## src/hdl/hsbp_pkg.sv

```systemverilog
// ----------------------------------------------------------------------------
// hsbp_pkg
// Shared types and constants for the hue/saturation back-projection block.
// ----------------------------------------------------------------------------
`default_nettype none

package hsbp_pkg;

	// Default histogram geometry.
	localparam int HUE_BINS_DEF = 60;
	localparam int SAT_BINS_DEF = 64;

	// Depth of the queue between the front and back parts.
	localparam int QUEUE_DEPTH = 2;

	// Hue is divided by three as (hue * 171) >> 9, exact for any 8-bit hue.
	localparam int DIV3_MUL   = 171;
	localparam int DIV3_SHIFT = 9;

	// Accumulator and coordinate widths.
	localparam int SUM_W     = 34;
	localparam int CNT_W     = 23;
	localparam int COORD_W   = 11;
	localparam int DIM_W     = 12;
	localparam int DIV_STEPS = SUM_W;
	localparam int STEP_W    = $clog2(DIV_STEPS + 1);

	// Register reset values and frame size limit.
	localparam logic [7:0]       THRESHOLD_RST = 8'd128;
	localparam logic [DIM_W-1:0] WIDTH_RST     = 12'd640;
	localparam logic [DIM_W-1:0] HEIGHT_RST    = 12'd480;
	localparam logic [DIM_W-1:0] MAX_DIM       = 12'd2048;

	// Input command codes.
	localparam logic CMD_LOAD  = 1'b0;
	localparam logic CMD_PIXEL = 1'b1;

	// Configuration register indexes.
	typedef enum logic [1:0] {
		REG_THRESHOLD    = 2'd0,
		REG_FRAME_WIDTH  = 2'd1,
		REG_FRAME_HEIGHT = 2'd2
	} cfg_reg_t;

	// Request to the centroid divider.
	typedef struct packed {
		logic             start;
		logic [SUM_W-1:0] sum_x;
		logic [SUM_W-1:0] sum_y;
		logic [CNT_W-1:0] count;
	} div_req_t;

	// Divider result: quotients truncated to coordinate width.
	typedef struct packed {
		logic               done;
		logic [COORD_W-1:0] quot_x;
		logic [COORD_W-1:0] quot_y;
	} div_res_t;

endpackage

`default_nettype wire

```

## src/hdl/hsbp_div.sv

```systemverilog
// ----------------------------------------------------------------------------
// hsbp_div
// Restoring divider, one quotient bit per cycle, dividing both coordinate
// sums by the hit count in parallel lanes.
// ----------------------------------------------------------------------------
`default_nettype none

module hsbp_div (
	input  wire logic               clk,
	input  wire logic               arst_n,
	input  wire hsbp_pkg::div_req_t req,
	output hsbp_pkg::div_res_t      res
);

	localparam int SW = hsbp_pkg::SUM_W;
	localparam int CW = hsbp_pkg::CNT_W;

	logic [SW-1:0]              dvd_x_q;
	logic [SW-1:0]              dvd_y_q;
	logic [CW-1:0]              rem_x_q;
	logic [CW-1:0]              rem_y_q;
	logic [CW-1:0]              dvs_q;
	logic [hsbp_pkg::STEP_W-1:0] step_q;
	logic                       run_q;
	logic                       done_q;
	logic [SW+CW-1:0]           lane_x;
	logic [SW+CW-1:0]           lane_y;

	// One restoring step: returns the next remainder above the next dividend.
	function automatic logic [SW+CW-1:0] div_step(input logic [CW-1:0] rem,
		input logic [SW-1:0] dvd, input logic [CW-1:0] dvs);
		logic [CW:0]   trial;
		logic [CW:0]   diff;
		logic          ge;
		logic [CW-1:0] rem_n;
		trial = {rem, dvd[SW-1]};
		diff  = trial - {1'b0, dvs};
		ge    = (trial >= {1'b0, dvs});
		rem_n = ge ? diff[CW-1:0] : trial[CW-1:0];
		return {rem_n, dvd[SW-2:0], ge};
	endfunction

	assign lane_x = div_step(rem_x_q, dvd_x_q, dvs_q);
	assign lane_y = div_step(rem_y_q, dvd_y_q, dvs_q);

	assign res.done   = done_q;
	assign res.quot_x = dvd_x_q[hsbp_pkg::COORD_W-1:0];
	assign res.quot_y = dvd_y_q[hsbp_pkg::COORD_W-1:0];

	// Operand and quotient shift registers.
	always_ff @(posedge clk) begin
		if (req.start) begin
			dvd_x_q <= req.sum_x;
			dvd_y_q <= req.sum_y;
			rem_x_q <= '0;
			rem_y_q <= '0;
			dvs_q   <= req.count;
		end else if (run_q) begin
			{rem_x_q, dvd_x_q} <= lane_x;
			{rem_y_q, dvd_y_q} <= lane_y;
		end
	end

	// Step counter and completion flag.
	always_ff @(posedge clk or negedge arst_n) begin
		if (!arst_n) begin
			step_q <= '0;
			run_q  <= 1'b0;
			done_q <= 1'b0;
		end else if (req.start) begin
			step_q <= hsbp_pkg::STEP_W'(hsbp_pkg::DIV_STEPS);
			run_q  <= 1'b1;
			done_q <= 1'b0;
		end else if (run_q) begin
			step_q <= step_q - 1'b1;
			if (step_q == hsbp_pkg::STEP_W'(1)) begin
				run_q  <= 1'b0;
				done_q <= 1'b1;
			end
		end
	end

endmodule

`default_nettype wire

```

## config.mk

```make
export PLATFORM = sky130hd
export DESIGN_NAME = hsbp_div
export DESIGN_NICKNAME = d
export VERILOG_FILES = /design/src/hdl/hsbp_pkg.sv /design/src/hdl/hsbp_div.sv
export SDC_FILE = /design/constraint.sdc
export NUM_CORES = 1
export LEC_CHECK = 0
export BUFFER_PORTS_ARGS = -buffer_cell sky130_fd_sc_hd__buf_4
export CAP_MARGIN = 20
export CORE_ASPECT_RATIO = 1.5
export CORE_MARGIN = 2
export CORE_UTILIZATION = 45
export CTS_CLUSTER_SIZE = 8
export DETAILED_ROUTE_END_ITERATION = 10
export SLEW_MARGIN = 20
export SYNTH_ARGS = -nofsm -noshare
export SYNTH_HDL_FRONTEND = slang
export SYNTH_SLANG_ARGS = --single-unit
```

## constraint.sdc

```tcl
create_clock -name clk -period 3.4 [get_ports clk]
set_clock_uncertainty 0.1 [all_clocks]
set_input_delay 0.68 -clock clk [delete_from_list [all_inputs] [get_ports clk]]
set_output_delay 0.68 -clock clk [all_outputs]
set_load 0.1 [all_outputs]
```

==> results.txt <==
----------------------------------------------------
[Clock tree]
  Clock tree root driver cell ... sky130_fd_sc_hd__clkbuf_16
  Clk pin slew, worst setup/hold paths ... 0.07 ns
  Sinks on the clock net ... 145
  Maximum level of the CTS H-tree ... 4
  Clock tree from TritonCTS ... built
  Quantity of gates resized following cts ... 0
  Post-CTS repair timing setup buffer count ... 0
  Skew-Pair Late Insertion Delay ... 0.42 ns
  CTS hold repair buffers ... 1
  Deepest clock path buffer count ... 2
  Cts bufs inserted ... 17

[Min path]
  Min-Delay Path Class ... in2reg

[Worst setup path]
  Type of the worst setup path ... reg2reg
  Startpoint types ... flop
  Arrival time reported for the critical path endpoint ... 3.27 ns
  Largest fanout of any net on the critical path ... 14
  Data required time at the worst endpoint ... 3.63 ns
  Kind of end point of the critical path ... flop

[GRT]
  Wire length of the first global-routing pass ... 31,700 um
  Pin count of the biggest net entering global routing ... 70
  GRT Resource Usage Total ... 19.9%
  Via count of the first global-routing pass ... 6,511
  Sum of overflow across all layers after global routing ... 0
  Initial antenna violation count ... 0

[Timing]
  Setup_tns ... 0 ns
  Worst path setup slack after routing ... 0.356 ns
  Clock period minus final worst setup slack ... 3.04 ns
  Final setup violation count ... 0
  Final hold vios ... 0
  Relative slew margins ... 54.3%
  Post-route clock period utilization ... 89.5%
  Number of max-slew violations in the final report ... 0
  Unrepaired setup endpoints after global routing ... false
  Worst-case hold slack ... 0.331 ns
  Achievable Freq ... 0.329 GHz
  Transition time at the pin with the least slew margin ... 0.686 ns

[Synthesis]
  Top FF cell, synth ... sky130_fd_sc_hd__edfxtp_1
  Synth Warn # ... 0
  Share of the synthesized area in the top cell type ... 32.0%
  Number of distinct standard cells referenced by the synthesized netlist ... 77
  Adder-Cell Fraction of Synth Area ... 7.50%
  Async SR Flop Fraction ... 5.52%
  Average cell area after synthesis ... 10.7 um^2
  Multiplexer share of the synthesized area ... 12.8%
  Main combinational cell family by area after synthesis ... compound AO/OA/AOI/OAI gates
  Gate Count Post-Synth ... 797
  Synthesized area ... 8540 um^2
  Share of synthesized area occupied by flip-flops and latches ... 45.1%
  Most numerous cell in the Yosys netlist ... sky130_fd_sc_hd__edfxtp_1
  Simple logic cell fraction of the synthesized area ... 9.90%
  Net count of the mapped netlist ... 941
  Leading cell types by total area after synthesis ... sky130_fd_sc_hd__edfxtp_1 (32%), sky130_fd_sc_hd__dfxtp_1 (11%), sky130_fd_sc_hd__mux2_2 (8.8%)
  Top cells by instance count after synthesis ... sky130_fd_sc_hd__edfxtp_1 (91), sky130_fd_sc_hd__mux2_2 (67), sky130_fd_sc_hd__nor2_1 (61), sky130_fd_sc_hd__nand2_1 (55), sky130_fd_sc_hd__ha_1 (48)
  Post-synthesis compound-gate area fraction ... 15.2%
  Count of state elements after synthesis ... 145
  Post-synth EDFFs ... 91
  Library cell occupying the most area in the post-synthesis netlist ... sky130_fd_sc_hd__edfxtp_1
  Fraction of synthesized cell area in xor and xnor cells ... 4.00%

[Power and ir drop]
  Pwr dens ... 796 nW/um^2
  Leakage power ... 4.24 nW
  Max rail drop VDD ... 0.000571 V

[Run]
  Number of max-cap violations ... 0

[Drt]
  Post-route DRC ... 0
  Wire length reported by the detailed router ... 19,500 um
  Count of antenna-violating nets left after detailed routing ... 0
  Violation count after the first detailed-routing iteration ... 388
  Vias ... 6,288
  Per-cell routed wire length ... 16.9 um
  Via-per-instance ratio ... 5.44
  Count of TritonRoute iterations in the first routing pass ... 5

[Layout]
  Fraction of layout cells with a size suffix above 1 ... 26.9%
  Final #Nets ... 1,035
  Fillers ... 1,626
  Area growth, synth to finish ... 18.0%
  Number of standard cells in the layout, taps in and fillers out ... 1,156
  ANT cells ... 0

[Die]
  Area of the core region ... 18,500 um^2
  Horizontal extent of the die ... 117 um
  Die Ht ... 173 um
  Die outline area ... 20,100 um^2
  Boundary Pins ... 117
  Num rows ... 61
  Initial cell density of the core ... 46.1%

[Placed design]
  Cells after DPL ... 1,123
  Final weighted congestion in routability-driven placement ... 0.943
  Worst Setup Slack post-DPL ... 0.363 ns
  Number of input and output port buffers inserted ... 116
  HPWL after DPL ... 14,600 um

[Run status]
  Run status ... complete, no violations

----------------------------------------------------
-- layer usage --
layer / share of wire (%) / global-route usage [%] / vias up
met4: 3.2 / 8.73 / 0
met5: 0 / 0 / -
met3: 4.7 / 5.15 / 38
li1: - / - / 3093
met2: 52 / 34.8 / 164
met1: 40 / 22.5 / 2993
-- cell usage in the layout (no fill, tap or decap), types with 28 or more instances in the layout --
cell type | netlist | final
sky130_fd_sc_hd__ha_1 | 48 | 48
sky130_fd_sc_hd__a211oi_1 | 28 | 28
sky130_fd_sc_hd__dfxtp_1 | 46 | 46
sky130_fd_sc_hd__buf_4 | 25 | 123
sky130_fd_sc_hd__o21ai_1 | 30 | 30
sky130_fd_sc_hd__a21oi_1 | 42 | 42
sky130_fd_sc_hd__mux2i_1 | 32 | 32
sky130_fd_sc_hd__nand2_1 | 55 | 55
sky130_fd_sc_hd__edfxtp_1 | 91 | 91
sky130_fd_sc_hd__nor2_1 | 61 | 61
sky130_fd_sc_hd__mux2_2 | 67 | 67
sky130_fd_sc_hd__inv_1 | 38 | 37
-- kinds of logic after synthesis --
kind of cell | Yosys count
buffers and inverters | 89
muxes | 100
DFF | 145
xor gates and xnor gates | 39
AOI/OAI and AO/OA | 194
adders and majority gates | 50
and+or+nand+nor | 180
-- final timing paths --
| kind | start | endpoint | slack (ns) | depth (start not counted) |
|---|---|---|---|---|
| max in group asynchronous | arst_n | step_q[3] | 2.56 | 2 |
| hold / removal | req[16] | dvs_q[16] | 0.33 | 1 |
| hold reg to reg | rem_y_q[8] | rem_y_q[8] | 0.37 | 2 |
| setup reg to reg | dvs_q[0] | rem_x_q[12] | 0.36 | 11 |
| setup / recovery | dvs_q[0] | rem_x_q[12] | 0.36 | 11 |
| min in group asynchronous | arst_n | done_q | 0.51 | 2 |
-- power breakdown --
part | total, W | leakage, nW | switching [W] | internal, W
sequential | 0.00256 | 1.42 | 0.000277 | 0.00228
combinational | 0.00364 | 2.54 | 0.00211 | 0.00153
clock | 0.00183 | 0.281 | 0.000797 | 0.00103
total | 0.00803 | 4.24 | 0.00318 | 0.00484
-- per-stage QoR --
stage	power (W)	cell area [um^2]	utilization (%)
3_3_place_gp	0.00613	9500	51.2
4_1_cts	0.00807	10100	54.3
6_report	0.00803	10100	54.3
5_1_grt	0.00852	10100	54.3
3_5_place_dp	0.00620	9500	51.2
2_1_floorplan	0.00546	8540	-
-- layout make-up --
type	instances	area (um^2)	area share, %
clock buffers	18	429	4.26
clock inverters	14	144	1.43
inverters	38	143	1.42
multi-input cells	563	4220	41.9
flip-flops and latches	145	3850	38.2
well taps	252	315	3.13
repair buffers	126	973	9.66
-- worst max-delay path: stages (launching register included) --
cell,delay (ns)
sky130_fd_sc_hd__edfxtp_1,0.39
sky130_fd_sc_hd__ha_1,0.22
sky130_fd_sc_hd__fa_1,0.41
sky130_fd_sc_hd__nor2b_1,0.22
sky130_fd_sc_hd__o21bai_2,0.10
sky130_fd_sc_hd__and2_1,0.19
sky130_fd_sc_hd__a211o_1,0.30
sky130_fd_sc_hd__nand2_2,0.09
sky130_fd_sc_hd__a31oi_4,0.27
sky130_fd_sc_hd__buf_4,0.29
sky130_fd_sc_hd__mux2i_1,0.12
sky130_fd_sc_hd__a211oi_1,0.23
-- flip-flops by register name, indices dropped and copies added, names as in the netlist --
name     flops
rem_y_q     23
done_q       1
dvs_q       23
step_q       6
dvd_y_q     34
run_q        1
dvd_x_q     34
rem_x_q     23
No activity file was read; power rests on OpenSTA's default activity.
