--- config.mk ---
export PLATFORM = sky130hd
export DESIGN_NAME = hsbp_front
export DESIGN_NICKNAME = d
export VERILOG_FILES = /design/src/hdl/hsbp_pkg.sv /design/src/hdl/hsbp_front.sv
export SDC_FILE = /design/constraint.sdc
export NUM_CORES = 1
export LEC_CHECK = 0
export ABC_AREA = 1
export BUFFER_PORTS_ARGS = -buffer_cell sky130_fd_sc_hd__buf_2
export CORE_AREA = 2 2 61 63
export DETAILED_ROUTE_END_ITERATION = 10
export DIE_AREA = 0 0 63 65
export PLACE_DENSITY = 0.77
export SYNTH_ARGS = -nofsm -noshare
export SYNTH_HDL_FRONTEND = slang
export SYNTH_SLANG_ARGS = --single-unit
--- constraint.sdc ---
create_clock -name vclk -period 11.15
set_input_delay 1.115 -clock vclk [all_inputs]
set_output_delay 1.115 -clock vclk [all_outputs]
set_load 0.03 [all_outputs]
--- src/hdl/hsbp_pkg.sv ---
// ----------------------------------------------------------------------------
// hsbp_pkg
// Shared types and constants for the hue/saturation back-projection block.
// ----------------------------------------------------------------------------
`default_nettype none

package hsbp_pkg;

	// Default histogram geometry.
	localparam int HUE_BINS_DEF = 60;
	localparam int SAT_BINS_DEF = 64;

	// Depth of the queue between the front and back parts.
	localparam int QUEUE_DEPTH = 2;

	// Hue is divided by three as (hue * 171) >> 9, exact for any 8-bit hue.
	localparam int DIV3_MUL   = 171;
	localparam int DIV3_SHIFT = 9;

	// Accumulator and coordinate widths.
	localparam int SUM_W     = 34;
	localparam int CNT_W     = 23;
	localparam int COORD_W   = 11;
	localparam int DIM_W     = 12;
	localparam int DIV_STEPS = SUM_W;
	localparam int STEP_W    = $clog2(DIV_STEPS + 1);

	// Register reset values and frame size limit.
	localparam logic [7:0]       THRESHOLD_RST = 8'd128;
	localparam logic [DIM_W-1:0] WIDTH_RST     = 12'd640;
	localparam logic [DIM_W-1:0] HEIGHT_RST    = 12'd480;
	localparam logic [DIM_W-1:0] MAX_DIM       = 12'd2048;

	// Input command codes.
	localparam logic CMD_LOAD  = 1'b0;
	localparam logic CMD_PIXEL = 1'b1;

	// Configuration register indexes.
	typedef enum logic [1:0] {
		REG_THRESHOLD    = 2'd0,
		REG_FRAME_WIDTH  = 2'd1,
		REG_FRAME_HEIGHT = 2'd2
	} cfg_reg_t;

	// Request to the centroid divider.
	typedef struct packed {
		logic             start;
		logic [SUM_W-1:0] sum_x;
		logic [SUM_W-1:0] sum_y;
		logic [CNT_W-1:0] count;
	} div_req_t;

	// Divider result: quotients truncated to coordinate width.
	typedef struct packed {
		logic               done;
		logic [COORD_W-1:0] quot_x;
		logic [COORD_W-1:0] quot_y;
	} div_res_t;

endpackage

`default_nettype wire

--- src/hdl/hsbp_front.sv ---
// ----------------------------------------------------------------------------
// hsbp_front
// Accepts input items, turns pixels and loads into table addresses and
// queues them for the back part. Loads outside the table are dropped here.
// ----------------------------------------------------------------------------
`default_nettype none

module hsbp_front #(
	parameter int HUE_BINS = hsbp_pkg::HUE_BINS_DEF,
	parameter int SAT_BINS = hsbp_pkg::SAT_BINS_DEF
) (
	input  wire logic       s_tvalid,
	output logic            s_tready,
	input  wire logic       command,
	input  wire logic [7:0] hue,
	input  wire logic [7:0] saturation,
	input  wire logic [5:0] bin_hue,
	input  wire logic [5:0] bin_sat,
	input  wire logic [7:0] bin_weight,
	input  wire logic       q_full,
	output logic            q_push,
	output logic [((HUE_BINS * SAT_BINS > 1) ? $clog2(HUE_BINS * SAT_BINS) : 1) + 8:0] q_data
);

	localparam int DEPTH = HUE_BINS * SAT_BINS;
	localparam int AW    = (DEPTH > 1) ? $clog2(DEPTH) : 1;

	logic [16:0]   hue_prod;
	logic [8:0]    hue_div;
	logic [8:0]    pix_hb;
	logic [8:0]    sat_div;
	logic [8:0]    pix_sb;
	logic [16:0]   pix_addr;
	logic [16:0]   load_addr;
	logic          load_ok;
	logic [AW-1:0] addr;

	// Pixel bins: hue over three and saturation over four, each saturating.
	always_comb begin
		hue_prod = 17'(hue) * 17'(hsbp_pkg::DIV3_MUL);
		hue_div  = 9'(hue_prod >> hsbp_pkg::DIV3_SHIFT);
		pix_hb   = (hue_div > 9'(HUE_BINS - 1)) ? 9'(HUE_BINS - 1) : hue_div;
		sat_div  = 9'(saturation >> 2);
		pix_sb   = (sat_div > 9'(SAT_BINS - 1)) ? 9'(SAT_BINS - 1) : sat_div;
		pix_addr = 17'(pix_hb) * 17'(SAT_BINS) + 17'(pix_sb);
	end

	// Load address, valid only when both bins fall inside the table.
	always_comb begin
		load_ok   = (9'(bin_hue) < 9'(HUE_BINS)) && (9'(bin_sat) < 9'(SAT_BINS));
		load_addr = 17'(bin_hue) * 17'(SAT_BINS) + 17'(bin_sat);
	end

	// Queue entry: item kind on top, then the weight, then the address.
	always_comb begin
		addr     = (command == hsbp_pkg::CMD_PIXEL) ? pix_addr[AW-1:0] : load_addr[AW-1:0];
		q_data   = {command, bin_weight, addr};
		s_tready = !q_full;
		q_push   = s_tvalid && !q_full && ((command == hsbp_pkg::CMD_PIXEL) || load_ok);
	end

endmodule

`default_nettype wire

==> results.py, run 1 <==
metrics = {
    "outcome": {
        "status": "completed",
    },
    "clock_tree": {
        "ctsResizeCount": 0,
        "hold_buffers": 0,
        "postCtsSetupBuffers": 0,
    },
    "die": {
        "io_pins": 62,
        "die_w_um": 63,
        "dieHeight_um": 65,
        "core_um2": 3500,
        "die_area_um2": 4100,
        "initial_core_util_pct": 45.9,
        "num_rows": 22,
    },
    "synthesis": {
        "synth_common_cells": "61 x nand2_1, 46 x inv_1, 41 x ha_1",
        "seq_area_frac_synth_pct": 0,
        "synthMostInstantiatedCell": "nand2_1",
        "synth_area_leaders": "ha_1 32%, fa_1 15%, nand2_1 14%, inv_1 11%, buf_4 4.7%",
        "synth.top_cell.area_share_pct": 32.0,
        "synth_cells": 238,
        "yosysTopAreaCell": "ha_1",
        "syn_area_um2": 1600,
        "synth.net_count": 330,
        "ys_warn_count": 0,
        "syn_area_per_cell_um2": 6.74,
        "synth.distinct_cells": 24,
    },
    "sta": {
        "maxSlewViolCount": 0,
        "finalSetupTns_ns": 0,
        "rsz0062_at_grt": "false",
        "worst-slew-pin-transition_ns": 0.284,
        "post-route-min-period_ns": 5.89,
        "finalCritPeriodShare_pct": 52.8,
        "setup_slack_ns": 5.26,
        "fmax_mhz": 170,
        "hold_viol": 0,
        "setup_viol": 0,
        "relSlewSlack_pct": 81.1,
    },
    "routing": {
        "routed_wl_um": 3320,
        "wire_per_inst_um": 10.4,
        "drt_iter0_markers": 57,
        "ant_nets": 0,
        "firstDrtPassIters": 4,
        "via_count": 1536,
        "via_per_inst": 4.82,
        "drc": 0,
    },
    "power_and_ir_drop": {
        "power.share.combinational_pct": 100.0,
        "ir_drop_v": 0.0000393,
        "switchingPower_uw": 143,
        "cellPowerDensity_nw_per_um2": 125,
        "power.internal_uw": 83.2,
        "seqPwrFrac_pct": 0,
        "clkPwrFrac_pct": 0,
        "sw_frac_of_total_pct": 63.2,
        "leakage_nw": 1.12,
    },
    "setup_path": {
        "cp.arrival_ns": 4.77,
        "crit_start": "hue[1]",
        "criticalPathCategory": "in -> out",
        "worstPathMaxFanout": 6,
        "worstPathRequired_ns": 10.04,
        "end_kind": "primary output",
        "worst_setup_path_start_kind": "input pin",
    },
    "global_route": {
        "grt_antenna_before_repair": 0,
        "overflow": 0,
        "grt_max_degree": 19,
        "grt_use_total_pct": 16.3,
        "first_global_vias": 1334,
        "grt_pass1_wl_um": 5650,
    },
    "layout": {
        "nNetsFinal": 365,
        "area_delta_synth_final_pct": 12.5,
        "seqCellArea_um2": 0,
        "drive_gt1_share_pct": 19.6,
        "clockBufferCount": 0,
        "antenna_cells": 0,
        "seq_cell_count": 0,
        "fin_util_pct": 51.6,
    },
    "placed_design": {
        "io_buffers": 44,
        "pre_cts_ws_ns": 5.26,
        "gp_congestion": 0.852,
        "place_hpwl_um": 3030,
    },
    "worst_hold_path": {
        "worstHoldPathType": "in -> out",
        "hp-start": "bin_weight[2]",
    },
    "run": {
        "maxCapViolations": 0,
    },
}
==> critical path, stage by stage <==
cell and delay [ns]:
buf_2 0.13, ha_1 0.33, fa_1 0.50, fa_1 0.52, inv_1 0.05, fa_1 0.52
inv_1 0.05, ha_1 0.33, a21oi_1 0.24, o21bai_1 0.14, a21oi_2 0.16, nand2_2 0.09
xnor2_4 0.20, nand2_1 0.08, nand2_1 0.06, o21ai_1 0.06, buf_2 0.18
==> per-stage QoR <==
step | cells | hold slack [ns] | power, mW | instance area (um^2)
finish | 319 | 2.23 | 0.226 | 1800
global route | 319 | 2.23 | 0.259 | 1800
CTS | 319 | 2.23 | 0.228 | 1800
detailed placement | 319 | 2.23 | 0.226 | 1800
global placement | 319 | 2.23 | 0.221 | 1800
floorplan | 238 | 2.35 | 0.180 | 1600
==> cell type report <==
cell class | instances | area, um^2
fillers | 368 | 1690
inverters | 49 | 184
multi-input cells | 178 | 1340
well taps | 48 | 60.1
repair buffers | 44 | 220
==> cells in the final DEF (no fill, tap or decap), types with 3 or more instances in the layout <==
master    n
a21oi_1  10
nand3_1  14
buf_2    44
nor2_1   18
o21ai_1   4
ha_1     41
fa_1     12
nand2_1  61
inv_1    46
nand4_1   3
==> logic make-up after synthesis <==
family          count (synthesis)  synth area share, %
compound gates                 23                 8.50
xor+xnor                        2                 2.26
fa+ha+maj                      53                 47.0
buf+inv                        60                 16.5
simple gates                  100                 25.8
==> routing by layer <==
layer | GRT usage, % | up-vias | share of wire (%)
met5 | 0 | - | 0
met4 | 0.278 | 0 | 0
met3 | 0.174 | 0 | 1.8
met2 | 31.0 | 12 | 53
met1 | 22.0 | 709 | 45
li1 | - | 815 | -
==> worst paths after layout <==
kind | slack (ns) | end | cells past startpoint
worst max-delay path | 5.26 | q_data[11] | 17
worst min-delay path | 2.23 | q_data[14] | 0
==> power groups by stage <==
stage	Clock [mW]	Sequential, mW	Combinational (mW)
finish	0	0	0.226
global route	0	0	0.259
CTS	0	0	0.228
detailed placement	0	0	0.226
global placement	0	0	0.221
floorplan	0	0	0.180
No activity file was read; power rests on OpenSTA's default activity.
==> run 2, diff against run 1 <==
--- a/config.mk
+++ b/config.mk
@@ -7,10 +7,10 @@
 export LEC_CHECK = 0
 export ABC_AREA = 1
 export BUFFER_PORTS_ARGS = -buffer_cell sky130_fd_sc_hd__buf_2
-export CORE_AREA = 2 2 61 63
+export CORE_AREA = 2 2 62 64
 export DETAILED_ROUTE_END_ITERATION = 10
-export DIE_AREA = 0 0 63 65
-export PLACE_DENSITY = 0.77
+export DIE_AREA = 0 0 64 66
+export PLACE_DENSITY = 0.78
 export SYNTH_ARGS = -nofsm -noshare
 export SYNTH_HDL_FRONTEND = slang
 export SYNTH_SLANG_ARGS = --single-unit
==> constraint.sdc (replaced) <==
create_clock -name vclk -period 4.8
set_input_delay 0.48 -clock vclk [all_inputs]
set_output_delay 0.48 -clock vclk [all_outputs]
set_load 0.03 [all_outputs]
==> results.py, run 2 (synthesis results as in run 1) <==
metrics = {
    "global_route": {
        "gr-usage-met1_pct": 21.5,
        "grt_use_met2_pct": 29.9,
        "grt_pass1_wl_um": 5660,
        "grt_antenna_before_repair": 0,
        "overflow": 0,
        "first_global_vias": 1391,
        "grt_max_degree": 19,
        "met3_usage_pct": 0,
        "grt_busiest_layer": "met2",
        "grt_use_total_pct": 16.1,
    },
    "placed_design": {
        "gp_congestion": 0.859,
        "place_area_um2": 1800,
        "place_hpwl_um": 3070,
        "io_buffers": 44,
    },
    "layout": {
        "nNetsFinal": 365,
        "seqCellArea_um2": 0,
        "area_delta_synth_final_pct": 12.7,
        "fin_util_pct": 50.9,
        "nFillCells": 360,
        "antenna_cells": 0,
        "seq_cell_count": 0,
        "final_common_cell": "nand2_1",
        "fin_area_um2": 1810,
        "drive_gt1_share_pct": 19.9,
        "clockBufferCount": 0,
        "most-common-layout-cells": "61 x nand2_1, 46 x inv_1, 44 x buf_2",
    },
    "die": {
        "die_w_um": 64,
        "core_um2": 3550,
        "io_pins": 62,
        "initial_core_util_pct": 45.2,
        "num_rows": 22,
        "die_area_um2": 4220,
        "dieHeight_um": 66,
    },
    "clock_tree": {
        "postCtsSetupBuffers": 0,
        "hold_buffers": 0,
    },
    "power_and_ir_drop": {
        "leakage_nw": 1.12,
        "power.share.combinational_pct": 100.0,
        "seqPwrFrac_pct": 0,
        "cellPowerDensity_nw_per_um2": 292,
        "sw_frac_of_total_pct": 63.2,
        "ir_drop_v": 0.0000949,
        "power.internal_uw": 194,
        "switchingPower_uw": 333,
        "clkPwrFrac_pct": 0,
    },
    "sta": {
        "setup_viol": 0,
        "fmax_mhz": 221,
        "relSlewSlack_pct": 80.5,
        "finalSetupTns_ns": 0,
        "worst-slew-pin-transition_ns": 0.293,
        "whs_ns": 0.960,
        "post-route-min-period_ns": 4.53,
        "maxSlewViolCount": 0,
        "finalCritPeriodShare_pct": 94.4,
        "rsz0062_at_grt": "false",
        "hold_viol": 0,
    },
    "setup_path": {
        "worstPathRequired_ns": 4.32,
        "criticalPathCategory": "in -> out",
        "cpMaxStageDelayCell": "fa_1",
        "critPathTopFamily": "adder cells",
        "worstPathMaxFanout": 6,
        "path_common_cell": "fa_1",
        "path_cells": "buf_2 -> ha_1 -> fa_1 -> fa_1 -> inv_1 -> fa_1 -> inv_1 -> ha_1 -> a21oi_2 -> o21bai_1 -> a21oi_2 -> nand2_2 -> xnor2_4 -> nand2_1 -> nand2_1 -> o21ai_1 -> buf_2",
        "end_kind": "primary output",
        "worst_setup_path_start_kind": "input pin",
        "critPathMaxStageDelay_ns": 0.53,
        "cp.arrival_ns": 4.05,
        "cp.buffers_inverters": 4,
    },
    "outcome": {
        "status": "completed",
    },
    "routing": {
        "routed_wl_um": 3400,
        "firstDrtPassIters": 4,
        "drc": 0,
        "ant_nets": 0,
        "drt_iter0_markers": 51,
        "via_count": 1556,
        "via_per_inst": 4.88,
        "wire_per_inst_um": 10.7,
    },
    "worst_hold_path": {
        "worstHoldPathType": "in -> out",
    },
    "run": {
        "maxCapViolations": 0,
    },
}
[run 2: cell counts in the layout (fill, tap and decap cells not counted)]
No cell type changed its count.
[run 2: stage by stage]
stage,std cells,setup slack [ns],power [mW]
3_5_place_dp,319,0.218,0.521
3_3_place_gp,319,0.253,0.513
4_1_cts,319,0.222,0.525
5_1_grt,319,0.00566,0.604
2_1_floorplan,238,0.428,0.418
6_report,319,0.271,0.527
[run 2: cell type report]
class	instances	area, um^2	share of cell area, %
inverter	49	184	10.2
multi-input combinational	178	1340	74.3
tap	48	60.1	3.32
timing repair buffer	44	220	12.2
[run 2: routing by layer]
| metal | routed length [um] | vias to the layer above |
|---|---|---|
| met5 | 0 | - |
| met4 | 21 | 0 |
| met3 | 98 | 2 |
| met2 | 1740 | 23 |
| met1 | 1540 | 714 |
| li1 | - | 817 |
[run 2: what timing repair did]
action,CTS,global route
gates resized for setup,0,1
endpoints found under the hold margin,0,0
setup endpoints to repair,0,4
[run 2: final timing paths]
path / from / to / slack, ns / cells past startpoint
setup / recovery: hue[1] / q_data[11] / 0.27 / 17
hold / removal: bin_weight[0] / q_data[12] / 0.96 / 0
[run 2: power by group through the flow]
stage | clock (mW) | combinational [mW] | sequential (mW)
2_1_floorplan | 0 | 0.418 | 0
3_3_place_gp | 0 | 0.513 | 0
6_report | 0 | 0.527 | 0
4_1_cts | 0 | 0.525 | 0
3_5_place_dp | 0 | 0.521 | 0
5_1_grt | 0 | 0.604 | 0
==> run 3, diff against run 2 <==
--- a/config.mk
+++ b/config.mk
@@ -11,6 +11,7 @@
 export DETAILED_ROUTE_END_ITERATION = 10
 export DIE_AREA = 0 0 64 66
 export PLACE_DENSITY = 0.78
+export RECOVER_POWER = 100
 export SYNTH_ARGS = -nofsm -noshare
 export SYNTH_HDL_FRONTEND = slang
 export SYNTH_SLANG_ARGS = --single-unit
==> results.py, run 3 (synthesis results as in run 1) <==
metrics = {
    "layout": {
        "clockBufferCount": 0,
        "nFillCells": 361,
        "fin_area_um2": 1800,
        "seq_cell_count": 0,
        "antenna_cells": 0,
        "nNetsFinal": 365,
        "seqCellArea_um2": 0,
        "area_delta_synth_final_pct": 12.1,
        "most-common-layout-cells": "61 x nand2_1, 46 x inv_1, 41 x ha_1",
        "drive_gt1_share_pct": 17.0,
        "final_common_cell": "nand2_1",
    },
    "setup_path": {
        "critPathTopFamily": "adder cells",
        "path_cells": "buf_2 -> ha_1 -> fa_1 -> fa_1 -> inv_1 -> fa_1 -> inv_1 -> ha_1 -> a21oi_2 -> o21bai_1 -> a21oi_2 -> nand2_2 -> xnor2_4 -> nand2_1 -> nand2_1 -> o21ai_1 -> buf_2",
        "path_common_cell": "fa_1",
        "worst_setup_path_start_kind": "input pin",
        "worstPathMaxFanout": 6,
        "worstPathRequired_ns": 4.32,
        "critPathMaxStageDelay_ns": 0.53,
        "cp.buffers_inverters": 4,
        "criticalPathCategory": "in -> out",
        "cp.arrival_ns": 4.05,
        "cpMaxStageDelayCell": "fa_1",
        "end_kind": "primary output",
    },
    "sta": {
        "whs_ns": 0.960,
        "worst-slew-pin-transition_ns": 0.375,
        "setup_viol": 0,
        "post-route-min-period_ns": 4.53,
        "finalSetupTns_ns": 0,
        "rsz0062_at_grt": "false",
        "finalCritPeriodShare_pct": 94.4,
        "fmax_mhz": 221,
        "hold_viol": 0,
        "relSlewSlack_pct": 75.1,
        "maxSlewViolCount": 0,
    },
    "die": {
        "die_w_um": 64,
        "io_pins": 62,
        "core_um2": 3550,
        "die_area_um2": 4220,
        "initial_core_util_pct": 45.2,
        "num_rows": 22,
        "dieHeight_um": 66,
    },
    "routing": {
        "drt_iter0_markers": 52,
        "routed_wl_um": 3400,
        "ant_nets": 0,
        "via_count": 1560,
        "firstDrtPassIters": 4,
        "wire_per_inst_um": 10.7,
        "drc": 0,
        "via_per_inst": 4.89,
    },
    "worst_hold_path": {
        "hold_end": "q_data[12]",
        "min_path_cells": 0,
        "hp-start": "bin_weight[0]",
        "worstHoldPathType": "in -> out",
    },
    "global_route": {
        "grt_max_degree": 19,
        "grt_use_total_pct": 16.1,
        "grt_pass1_wl_um": 5660,
        "grt_antenna_before_repair": 0,
        "overflow": 0,
        "first_global_vias": 1391,
    },
    "placed_design": {
        "place_hpwl_um": 3070,
        "io_buffers": 44,
        "place_area_um2": 1800,
        "gp_congestion": 0.859,
    },
    "clock_tree": {
        "ctsResizeCount": 0,
        "postCtsSetupBuffers": 0,
        "hold_buffers": 0,
    },
    "power_and_ir_drop": {
        "ir_drop_v": 0.0000949,
        "cellPowerDensity_nw_per_um2": 292,
        "leakage_nw": 1.10,
    },
    "run": {
        "maxCapViolations": 0,
    },
    "outcome": {
        "status": "completed",
    },
}
[run 3: cell types whose count changed in the layout (fill, tap and decap cells not counted)]
cell	delta
buf_2	-10
clkbuf_1	+8
clkbuf_2	+2
[run 3: final cells by class]
class              count  area [um^2]  area share, %
repair buffers        44          210           11.7
well taps             48         60.1           3.34
multi-input cells    178         1340           74.7
inverters             49          184           10.2
[run 3: stage by stage]
step	cells	util (%)	worst slack, ns	total power, mW
final	319	50.6	0.271	0.526
after global routing	319	50.6	0.00566	0.603
after CTS	319	50.8	0.222	0.525
after detailed placement	319	50.8	0.218	0.521
after global placement	319	50.8	0.253	0.513
after floorplan	238	-	0.428	0.418
[run 3: power by group]
part           total [mW]  internal (mW)  leakage (nW)  switching, mW
Combinational       0.526          0.192          1.10          0.333
Clock                   0              0             0              0
Sequential              0              0             0              0
[run 3: worst max path at each step]
stage                 from  depth (start not counted)         end  slack [ns]
floorplan           hue[1]                         13  q_data[10]        0.43
global placement    hue[1]                         17   q_data[6]        0.25
detailed placement  hue[1]                         17  q_data[11]        0.22
CTS                 hue[1]                         17  q_data[11]        0.22
global route        hue[1]                         19   q_data[6]       0.006
finish              hue[1]                         17  q_data[11]        0.27
[run 3: layer usage]
metal  track usage, %  up-vias  wire length (um)
li1                 -      816                 -
met1             21.5      715              1520
met2             29.9       27              1740
met3                0        2               115
met4             1.63        0                21
met5                0        -                 0
