--- src/hdl/hsbp_pkg.sv ---
// ----------------------------------------------------------------------------
// hsbp_pkg
// Shared types and constants for the hue/saturation back-projection block.
// ----------------------------------------------------------------------------
`default_nettype none

package hsbp_pkg;

	// Default histogram geometry.
	localparam int HUE_BINS_DEF = 60;
	localparam int SAT_BINS_DEF = 64;

	// Depth of the queue between the front and back parts.
	localparam int QUEUE_DEPTH = 2;

	// Hue is divided by three as (hue * 171) >> 9, exact for any 8-bit hue.
	localparam int DIV3_MUL   = 171;
	localparam int DIV3_SHIFT = 9;

	// Accumulator and coordinate widths.
	localparam int SUM_W     = 34;
	localparam int CNT_W     = 23;
	localparam int COORD_W   = 11;
	localparam int DIM_W     = 12;
	localparam int DIV_STEPS = SUM_W;
	localparam int STEP_W    = $clog2(DIV_STEPS + 1);

	// Register reset values and frame size limit.
	localparam logic [7:0]       THRESHOLD_RST = 8'd128;
	localparam logic [DIM_W-1:0] WIDTH_RST     = 12'd640;
	localparam logic [DIM_W-1:0] HEIGHT_RST    = 12'd480;
	localparam logic [DIM_W-1:0] MAX_DIM       = 12'd2048;

	// Input command codes.
	localparam logic CMD_LOAD  = 1'b0;
	localparam logic CMD_PIXEL = 1'b1;

	// Configuration register indexes.
	typedef enum logic [1:0] {
		REG_THRESHOLD    = 2'd0,
		REG_FRAME_WIDTH  = 2'd1,
		REG_FRAME_HEIGHT = 2'd2
	} cfg_reg_t;

	// Request to the centroid divider.
	typedef struct packed {
		logic             start;
		logic [SUM_W-1:0] sum_x;
		logic [SUM_W-1:0] sum_y;
		logic [CNT_W-1:0] count;
	} div_req_t;

	// Divider result: quotients truncated to coordinate width.
	typedef struct packed {
		logic               done;
		logic [COORD_W-1:0] quot_x;
		logic [COORD_W-1:0] quot_y;
	} div_res_t;

endpackage

`default_nettype wire

--- src/hdl/hsbp_fifo.sv ---
// ----------------------------------------------------------------------------
// hsbp_fifo
// Small register queue that decouples the front part from the back part.
// ----------------------------------------------------------------------------
`default_nettype none

module hsbp_fifo #(
	parameter int DEPTH = hsbp_pkg::QUEUE_DEPTH,
	parameter int WIDTH = 8
) (
	input  wire logic             clk,
	input  wire logic             arst_n,
	input  wire logic             push,
	input  wire logic [WIDTH-1:0] push_data,
	output logic                  full,
	input  wire logic             pop,
	output logic                  valid,
	output logic      [WIDTH-1:0] pop_data
);

	localparam int PW = (DEPTH > 1) ? $clog2(DEPTH) : 1;
	localparam int CW = $clog2(DEPTH + 1);

	logic [WIDTH-1:0] entry_q [DEPTH];
	logic [PW-1:0]    wr_ptr_q;
	logic [PW-1:0]    rd_ptr_q;
	logic [CW-1:0]    count_q;

	assign full     = (count_q == CW'(DEPTH));
	assign valid    = (count_q != '0);
	assign pop_data = entry_q[rd_ptr_q];

	// Storage; no reset is needed on the payload.
	always_ff @(posedge clk) begin
		if (push) begin
			entry_q[wr_ptr_q] <= push_data;
		end
	end

	// Pointers and fill count.
	always_ff @(posedge clk or negedge arst_n) begin
		if (!arst_n) begin
			wr_ptr_q <= '0;
			rd_ptr_q <= '0;
			count_q  <= '0;
		end else begin
			if (push) begin
				wr_ptr_q <= (wr_ptr_q == PW'(DEPTH - 1)) ? '0 : wr_ptr_q + 1'b1;
			end
			if (pop) begin
				rd_ptr_q <= (rd_ptr_q == PW'(DEPTH - 1)) ? '0 : rd_ptr_q + 1'b1;
			end
			if (push && !pop) begin
				count_q <= count_q + 1'b1;
			end else if (pop && !push) begin
				count_q <= count_q - 1'b1;
			end
		end
	end

endmodule

`default_nettype wire

--- config.mk ---
export PLATFORM = sky130hd
export DESIGN_NAME = hsbp_fifo
export DESIGN_NICKNAME = d
export VERILOG_FILES = /design/src/hdl/hsbp_pkg.sv /design/src/hdl/hsbp_fifo.sv
export SDC_FILE = /design/constraint.sdc
export NUM_CORES = 1
export LEC_CHECK = 0
export ABC_AREA = 1
export BUFFER_PORTS_ARGS = -buffer_cell sky130_fd_sc_hd__buf_4
export CORE_MARGIN = 1
export CORE_UTILIZATION = 44
export DETAILED_ROUTE_END_ITERATION = 7
export PLACE_DENSITY = 0.71
export SYNTH_ARGS = -nofsm -noshare
export SYNTH_HDL_FRONTEND = slang
export SYNTH_SLANG_ARGS = --single-unit
--- constraint.sdc ---
create_clock -name clk -period 1.2 [get_ports clk]
set_input_delay 0.06 -clock clk [delete_from_list [all_inputs] [get_ports clk]]
set_output_delay 0.06 -clock clk [all_outputs]
set_load 0.05 [all_outputs]
==> results of run 1 <==
[timing repair]
action	in CTS	in global routing
buffers inserted	3	0
setup endpoints to repair	8	9
gates resized for setup	14	1
hold endpoints to repair	22	0
pin swaps	0	0
hold buffers	11	0
[kinds of logic (layout without fill, tap and decap cells)]
family / Yosys count / in the layout / share of synthesized area, %
fa+ha+maj: 1 / 1 / 1.53
mux: 8 / 8 / 14.7
simple gates: 10 / 10 / 5.05
xor+xnor: 3 / 3 / 3.21
buf+inv: 8 / 48 / 4.59
flops: 20 / 20 / 70.9
[worst register-to-register path: cells and delay by family (launching register included)]
family	cells	cell delay [ns]
flops	1	0.42
simple gates	1	0.16
buf+inv	1	0.18
[layout make-up]
class | instances | share of cell area (%)
sequential | 20 | 47.4
timing repair buffer | 37 | 28.5
multi-input combinational | 22 | 17.3
tap | 25 | 2.55
clock buffer | 4 | 2.14
inverter | 7 | 2.14
[Yosys cell counts]
library cell | instances | share of area [%]
edfxtp_1 | 16 | 59
mux2_4 | 8 | 15
dfrtp_1 | 4 | 12
ha_1 | 1 | 1.5
xor2_1 | 2 | 2.1
nand4_1 | 1 | 0.77
inv_1 | 7 | 3.2
nand3_1 | 1 | 0.61
nand2_1 | 6 | 2.8
buf_6 | 1 | 1.4
nor2_1 | 2 | 0.92
xnor2_1 | 1 | 1.1
[per-layer routing]
layer	track usage (%)	vias up	wire [um]
met3	3.60	2	59
li1	-	251	-
met5	0	-	0
met4	7.27	0	12
met2	27.2	15	802
met1	15.9	240	555
[flip-flops by register name, summed over array words and instances, names as in the netlist]
signal and cells:
entry_q 16, count_q 2, rd_ptr_q 1, wr_ptr_q 1
[power by group through the flow]
stage	combinational, uW	sequential, uW	clock (uW)
after floorplan	1030	1020	0
after global placement	1230	1100	0
after detailed placement	1250	1100	0
after CTS	1570	1030	323
after global routing	1640	1050	355
final	1580	1030	314
[through the flow]
step,util [%],instances
6_report,71.2,115
3_3_place_gp,58.6,97
5_1_grt,71.2,115
2_1_floorplan,-,50
3_5_place_dp,58.6,97
4_1_cts,70.4,115
[worst paths after layout]
kind                       slack [ns]       endpoint  cells after the start
hold / removal                   0.09     count_q[0]                      2
setup reg to reg                 0.16  entry_q[0][1]                      2
hold reg to reg                  0.52       wr_ptr_q                      1
setup / recovery                -0.17    pop_data[7]                      3
min in group clk                 0.47       rd_ptr_q                      3
max in group asynchronous        0.99       rd_ptr_q                      2
==> results.py, run 1 <==
metrics = {
    "outcome": {
        "outcome": "complete, but fails checks",
        "violations": "negative setup slack",
    },
    "synth": {
        "syn_area_um2": 818,
        "yosys_warnings": 0,
        "ys_types": 12,
        "syn_area_per_cell_um2": 16.4,
        "ys_seq_area_share_pct": 70.9,
        "postSynthCellCount": 50,
        "synth_seq_cells": 20,
        "synth_nets": 63,
    },
    "setup_path": {
        "r2r_start": "wr_ptr_q",
        "cp.required_ns": 1.14,
        "cp.arrival_ns": 1.31,
        "path_cells": "buf_6, mux2_4, buf_8",
        "crit_family": "flip-flops",
        "endpoint_kind": "output pin",
        "max_stage_delay_ns": 0.43,
        "cp-start-kind": "flop",
        "critPathKind": "flop to output pin",
        "path_buf_inv": 2,
        "worst-path-max-fanout": 5,
        "cp-startpoint": "rd_ptr_q",
        "slowest_stage": "dfrtp_2",
    },
    "drt": {
        "via_count": 508,
        "dr.pass1.iters": 4,
        "drtAntennaViolNets": 0,
        "drt_iter0_markers": 5,
        "drt_wl_total_um": 1430,
        "drc_errors": 0,
        "avgRoutedWirePerCell_um": 12.4,
        "avgViaCountPerCell": 4.42,
    },
    "cells_and_area": {
        "final_area_um2": 1230,
        "n_antenna_cell": 0,
        "fillCellCount": 132,
        "area_delta_synth_final_pct": 50.2,
        "final_net_count": 104,
        "final_cell_mix": "16 x edfxtp_1, 16 x buf_4, 11 x dlygate4sd3_1",
        "drive_above_1_share_pct": 43.3,
        "regArea_um2": 582,
        "multi_input_area_um2": 213,
    },
    "pwr": {
        "p_leak_uw": 0.000542,
        "p_comb_share_pct": 54.0,
        "p_seq_share_pct": 35.3,
        "finalPower_uw": 2920,
        "p_sw_share_pct": 39.6,
        "clkPwrFrac_pct": 10.8,
        "internal-power_uw": 1760,
        "p_sw_uw": 1160,
        "power_density_nw_per_um2": 2380,
        "irDropWorstVdd_uv": 1500,
    },
    "sta": {
        "setup_viol": 8,
        "maxSlewViolCount": 0,
        "period_share_pct": 114,
        "setup-tns-final_ns": -1.30,
        "fin_worst_skew_ns": 0.000981,
        "max_freq_mhz": 729,
        "hold_ws_ns": 0.0936,
        "worst_slack_ns": -0.172,
        "slew_headroom_pct": 78.1,
        "rsz0062_at_grt": "yes",
        "fin_crit_ns": 1.37,
        "hold_violations": 0,
        "worstMarginPinSlew_ns": 0.328,
    },
    "floorplanning": {
        "die_width_um": 45.1,
        "row_count": 15,
        "die_h_um": 45.1,
        "core_area_um2": 1730,
        "io_pins": 22,
        "die_area_um2": 2040,
        "initial_utilization_pct": 47.4,
    },
    "grt": {
        "grt.total_usage_pct": 14.9,
        "grt_pass1_vias": 478,
        "grt_pass1_wl_um": 2010,
        "grt_start_max_net_pins": 12,
        "antenna_found_initial": 0,
        "grt-ovfl-total": 0,
    },
    "hold_path": {
        "min_path_type": "primary input to async pin",
    },
    "clock_tree": {
        "cts.reportedPaths.clkPinSlew_ns": 0.10,
        "cts_made_buffers": 3,
        "cts_htree_levels": 1,
        "clkLatencyLatePin_ns": 0.28,
        "clock_path_buffers": 2,
        "root_buffer": "clkbuf_4",
        "clock-sinks": 20,
        "cts_tree": "yes",
    },
    "placed_design": {
        "hpwlAfterDp_um": 856,
        "gp_congestion": 0.596,
        "io_buffer_count": 21,
        "place_ws_ns": -0.0414,
        "post_dp_cell_area_um2": 1010,
    },
    "flow_run": {
        "drv_cap": 0,
    },
}
No activity file was read; power rests on OpenSTA's default activity.
==> run 2, diff against run 1 <==
--- a/config.mk
+++ b/config.mk
@@ -6,7 +6,7 @@
 export NUM_CORES = 1
 export LEC_CHECK = 0
 export ABC_AREA = 1
-export BUFFER_PORTS_ARGS = -buffer_cell sky130_fd_sc_hd__buf_4
+export BUFFER_PORTS_ARGS = -buffer_cell sky130_fd_sc_hd__buf_2
 export CORE_MARGIN = 1
 export CORE_UTILIZATION = 44
 export DETAILED_ROUTE_END_ITERATION = 7
==> constraint.sdc (replaced) <==
create_clock -name clk -period 1.1 [get_ports clk]
set_input_delay 0.055 -clock clk [delete_from_list [all_inputs] [get_ports clk]]
set_output_delay 0.055 -clock clk [all_outputs]
set_load 0.05 [all_outputs]
==> results.py, run 2 (same netlist as run 1, synthesis figures left out) <==
metrics = {
    "flow_run": {
        "drv_cap": 0,
    },
    "setup_path": {
        "cp.arrival_ns": 1.31,
        "cp-startpoint": "rd_ptr_q",
        "path_cells": "buf_6, mux2_4, buf_6",
        "cp-start-kind": "flop",
        "critPathKind": "flop to output pin",
        "endpoint_kind": "output pin",
        "slowest_stage": "dfrtp_2",
        "crit_top_cell": "buf_6",
        "cp.required_ns": 1.04,
        "worst-path-max-fanout": 5,
        "r2r_start": "wr_ptr_q",
        "max_stage_delay_ns": 0.43,
    },
    "clock_tree": {
        "cts.reportedPaths.clkPinSlew_ns": 0.11,
        "cts_made_buffers": 3,
        "clkLatencyLatePin_ns": 0.29,
        "root_buffer": "clkbuf_4",
        "clock-sinks": 20,
        "clock_path_buffers": 2,
        "cts_tree": "yes",
        "cts_htree_levels": 1,
    },
    "pwr": {
        "internal-power_uw": 1990,
        "clkPwrFrac_pct": 10.1,
        "p_leak_uw": 0.000535,
        "p_sw_uw": 1340,
        "p_seq_share_pct": 34.4,
        "power_density_nw_per_um2": 2710,
        "irDropWorstVdd_uv": 2050,
        "p_comb_share_pct": 55.5,
        "p_sw_share_pct": 40.1,
    },
    "sta": {
        "setup-tns-final_ns": -2.08,
        "fin_worst_skew_ns": 0.00235,
        "fin_crit_ns": 1.37,
        "maxSlewViolCount": 0,
        "period_share_pct": 124,
        "max_freq_mhz": 731,
        "setup_viol": 8,
        "hold_ws_ns": 0.0803,
        "rsz0062_at_grt": "yes",
        "worstMarginPinSlew_ns": 0.180,
        "hold_violations": 0,
        "worst_slack_ns": -0.268,
        "slew_headroom_pct": 87.9,
    },
    "cells_and_area": {
        "final-instance-count-excl-fill": 117,
        "largest_reg_flops": 16,
        "final_net_count": 106,
        "reg_top3": "entry_q x16, count_q x2",
        "finalCoreUtilization_pct": 71.2,
        "drive_above_1_share_pct": 51.1,
        "largest-register": "entry_q",
        "n_antenna_cell": 0,
        "area_delta_synth_final_pct": 50.2,
        "final_common_cell": "edfxtp_1",
        "final_cell_mix": "16 x edfxtp_1, 11 x dlygate4sd3_1, 11 x buf_2",
        "fillCellCount": 136,
    },
    "floorplanning": {
        "io_pins": 22,
        "die_h_um": 45.1,
        "initial_utilization_pct": 47.4,
        "core_area_um2": 1730,
        "die_area_um2": 2040,
        "row_count": 15,
        "die_width_um": 45.1,
    },
    "grt": {
        "grt_pass1_wl_um": 2310,
        "grt-ovfl-total": 0,
        "antenna_found_initial": 0,
        "grt.total_usage_pct": 16.9,
        "grt_pass1_vias": 554,
        "grt_start_max_net_pins": 12,
    },
    "placed_design": {
        "place_ws_ns": -0.184,
        "hpwlAfterDp_um": 904,
        "io_buffer_count": 21,
        "placed_cells": 98,
        "gp_congestion": 0.625,
    },
    "drt": {
        "avgViaCountPerCell": 4.59,
        "via_count": 537,
        "drt_iter0_markers": 6,
        "drtAntennaViolNets": 0,
        "dr.pass1.iters": 4,
        "avgRoutedWirePerCell_um": 12.8,
        "drt_wl_total_um": 1500,
        "drc_errors": 0,
    },
    "outcome": {
        "violations": "negative setup slack",
        "outcome": "complete, but fails checks",
    },
    "hold_path": {
        "min_path_type": "primary input to async pin",
    },
}
-- run 2: power groups by stage --
| stage | sequential, uW | combinational (uW) | clock [uW] |
|---|---|---|---|
| after global placement | 1200 | 1270 | 0 |
| after CTS | 1130 | 1740 | 346 |
| after detailed placement | 1220 | 1290 | 0 |
| final | 1150 | 1850 | 335 |
| after global routing | 1170 | 1940 | 383 |
| after floorplan | 1110 | 1130 | 0 |
-- run 2: layout make-up --
type                            instances  area (um^2)  area share [%]
Timing Repair Buffer                   39          345            28.1
Clock buffer                            3         22.5            1.83
Sequential cell                        20          583            47.5
Tap cell                               25         31.3            2.55
Clock inverter                          1         3.75           0.305
Multi-Input combinational cell         22          213            17.3
Inverter                                7         30.0            2.44
-- run 2: final timing paths --
check                           slack [ns]            end  cells after the start
worst max-delay path                 -0.27    pop_data[1]                      3
worst min-delay path                  0.08     count_q[0]                      2
worst max register to register        0.06  entry_q[1][7]                      2
worst min register to register        0.52     count_q[1]                      2
max in group asynchronous             0.89       rd_ptr_q                      2
min in group clk                      0.17     count_q[0]                      3
-- run 2: per-stage QoR --
stage | cell area (um^2) | total power [uW]
floorplan | 823 | 2240
global placement | 971 | 2470
detailed placement | 971 | 2510
CTS | 1200 | 3220
global route | 1230 | 3490
finish | 1230 | 3330
-- run 2: layer usage --
layer  GRT usage (%)  part of all wire (%)
met1            17.6                    38
met2            32.2                    57
met3            3.60                   3.7
met4            7.27                  0.80
met5               0                     0
-- run 2: timing repair --
action | 4_1_cts | 5_1_grt
setup buffers | 3 | 1
setup endpoints to repair | 11 | 18
hold buffers | 11 | 0
hold endpoints to repair | 22 | 0
gates cloned | 0 | 0
gates resized for setup | 24 | 8
pin swaps | 0 | 2
-- run 2: critical path: cells and delay by family, from the launching register on --
family                 cells  cell delay, ns
DFF                        1            0.43
muxes                      1            0.30
buffers and inverters      2            0.29
==> run 3, diff against run 2 <==
--- a/config.mk
+++ b/config.mk
@@ -10,7 +10,8 @@
 export CORE_MARGIN = 1
 export CORE_UTILIZATION = 44
 export DETAILED_ROUTE_END_ITERATION = 7
-export PLACE_DENSITY = 0.71
+export PLACE_DENSITY = 0.69
 export SYNTH_ARGS = -nofsm -noshare
 export SYNTH_HDL_FRONTEND = slang
 export SYNTH_SLANG_ARGS = --single-unit
+export TNS_END_PERCENT = 1
==> constraint.sdc (replaced) <==
create_clock -name clk -period 1.4 [get_ports clk]
set_input_delay 0.07 -clock clk [delete_from_list [all_inputs] [get_ports clk]]
set_output_delay 0.07 -clock clk [all_outputs]
set_load 0.05 [all_outputs]
==> results.py, run 3 (same netlist as run 1, synthesis figures left out) <==
metrics = {
    "outcome": {
        "outcome": "complete, no violations",
    },
    "clock_tree": {
        "clock-sinks": 20,
        "clock_path_buffers": 2,
        "cts.reportedPaths.clkPinSlew_ns": 0.10,
        "cts_tree": "yes",
        "root_buffer": "clkbuf_4",
        "clkLatencyLatePin_ns": 0.29,
        "cts_htree_levels": 1,
        "cts_made_buffers": 3,
    },
    "pwr": {
        "power_density_nw_per_um2": 2050,
        "finalPower_uw": 2360,
        "p_sw_uw": 956,
        "p_seq_share_pct": 39.4,
        "p_leak_uw": 0.000516,
        "clkPwrFrac_pct": 11.4,
        "internal-power_uw": 1410,
        "p_comb_share_pct": 49.2,
        "irDropWorstVdd_uv": 1070,
        "p_sw_share_pct": 40.4,
    },
    "cells_and_area": {
        "final_cell_mix": "16 x edfxtp_1, 13 x buf_2, 11 x dlygate4sd3_1",
        "fillCellCount": 132,
        "reg_top3": "entry_q x16, count_q x2",
        "area_delta_synth_final_pct": 41.0,
        "largest-register": "entry_q",
        "largest_reg_flops": 16,
        "finalCoreUtilization_pct": 66.8,
        "final_common_cell": "edfxtp_1",
        "n_antenna_cell": 0,
        "final_area_um2": 1150,
        "drive_above_1_share_pct": 40.9,
        "final_net_count": 102,
    },
    "hold_path": {
        "min_path_type": "primary input to async pin",
    },
    "sta": {
        "hold_violations": 0,
        "fin_worst_skew_ns": 0.00458,
        "rsz0062_at_grt": "yes",
        "slew_headroom_pct": 77.9,
        "maxSlewViolCount": 0,
        "worstMarginPinSlew_ns": 0.331,
        "max_freq_mhz": 723,
        "setup-tns-final_ns": 0,
        "period_share_pct": 98.7,
        "fin_crit_ns": 1.38,
        "setup_viol": 0,
        "hold_ws_ns": 0.118,
    },
    "placed_design": {
        "post_dp_cell_area_um2": 958,
        "io_buffer_count": 21,
        "hpwlAfterDp_um": 810,
        "gp_congestion": 0.633,
    },
    "floorplanning": {
        "die_width_um": 45.1,
        "die_area_um2": 2040,
        "row_count": 15,
        "initial_utilization_pct": 47.4,
        "io_pins": 22,
        "die_h_um": 45.1,
        "core_area_um2": 1730,
    },
    "drt": {
        "drt_iter0_markers": 4,
        "via_count": 488,
        "avgRoutedWirePerCell_um": 10.6,
        "drc_errors": 0,
        "drt_wl_total_um": 1200,
        "avgViaCountPerCell": 4.32,
        "dr.pass1.iters": 4,
        "drtAntennaViolNets": 0,
    },
    "grt": {
        "grt.total_usage_pct": 12.2,
        "grt_start_max_net_pins": 12,
        "grt_pass1_vias": 405,
        "grt_pass1_wl_um": 1660,
        "grt-ovfl-total": 0,
        "antenna_found_initial": 0,
    },
    "setup_path": {
        "critical_path.endpoint": "pop_data[7]",
        "max_stage_delay_ns": 0.54,
        "path_cells": "mux2_4, buf_6",
        "reg2reg_slack_ns": 0.37,
        "endpoint_kind": "output pin",
        "r2r_start": "wr_ptr_q",
        "timing.rr.end": "entry_q[1][2]",
        "reg2reg_depth": 2,
        "cp.required_ns": 1.33,
        "cp-start-kind": "flop",
        "slowest_stage": "dfrtp_2",
        "worst-path-max-fanout": 9,
        "critPathKind": "flop to output pin",
        "cp-startpoint": "rd_ptr_q",
        "cp.arrival_ns": 1.31,
    },
    "flow_run": {
        "drv_cap": 0,
    },
}
run 3: repair_timing:
item,CTS,global route
resized for setup,17,0
hold endpoints to repair,22,0
hold buffers,11,0
buffers inserted,0,1
endpoints found under the setup margin,8,8
gates cloned,0,0
run 3: power by group through the flow:
| stage | combinational [uW] | sequential [uW] | clock [uW] |
|---|---|---|---|
| floorplan | 880 | 870 | 0 |
| global placement | 966 | 942 | 0 |
| detailed placement | 985 | 946 | 0 |
| CTS | 1150 | 937 | 284 |
| global route | 1220 | 947 | 301 |
| finish | 1160 | 931 | 269 |
run 3: per-stage QoR:
step | setup WS, ns | instances
final | 0.0176 | 113
after detailed placement | 0.126 | 97
after floorplan | 0.256 | 50
after global placement | 0.126 | 97
after CTS | -0.0139 | 112
after global routing | -0.0334 | 113
run 3: worst min-delay path by stage:
| stage | start | end | cells after the start |
|---|---|---|---|
| floorplan | arst_n | count_q[0] | 0 |
| global placement | arst_n | count_q[0] | 1 |
| detailed placement | arst_n | count_q[0] | 1 |
| CTS | arst_n | count_q[0] | 2 |
| global route | arst_n | count_q[0] | 2 |
| finish | arst_n | count_q[0] | 2 |
run 3: worst max-delay path: cells and delay by family, from the launching register on:
family	cells	cell delay, ns
buffers and inverters	1	0.15
DFF	1	0.54
muxes	1	0.34
run 3: routing by layer:
metal	global-route usage (%)	vias to the layer above	share of wire, %
met4	7.27	0	1.0
met3	2.40	2	3.4
met5	0	-	0
met1	14.0	227	45
li1	-	246	-
met2	20.9	13	51
run 3: cell type report:
type | instances | area (um^2) | area share, %
Clock buffer | 4 | 26.3 | 2.28
Timing Repair Buffer | 35 | 288 | 24.9
Sequential cell | 20 | 582 | 50.4
Inverter | 7 | 26.3 | 2.28
Tap cell | 25 | 31.3 | 2.71
Multi-Input combinational cell | 22 | 200 | 17.4
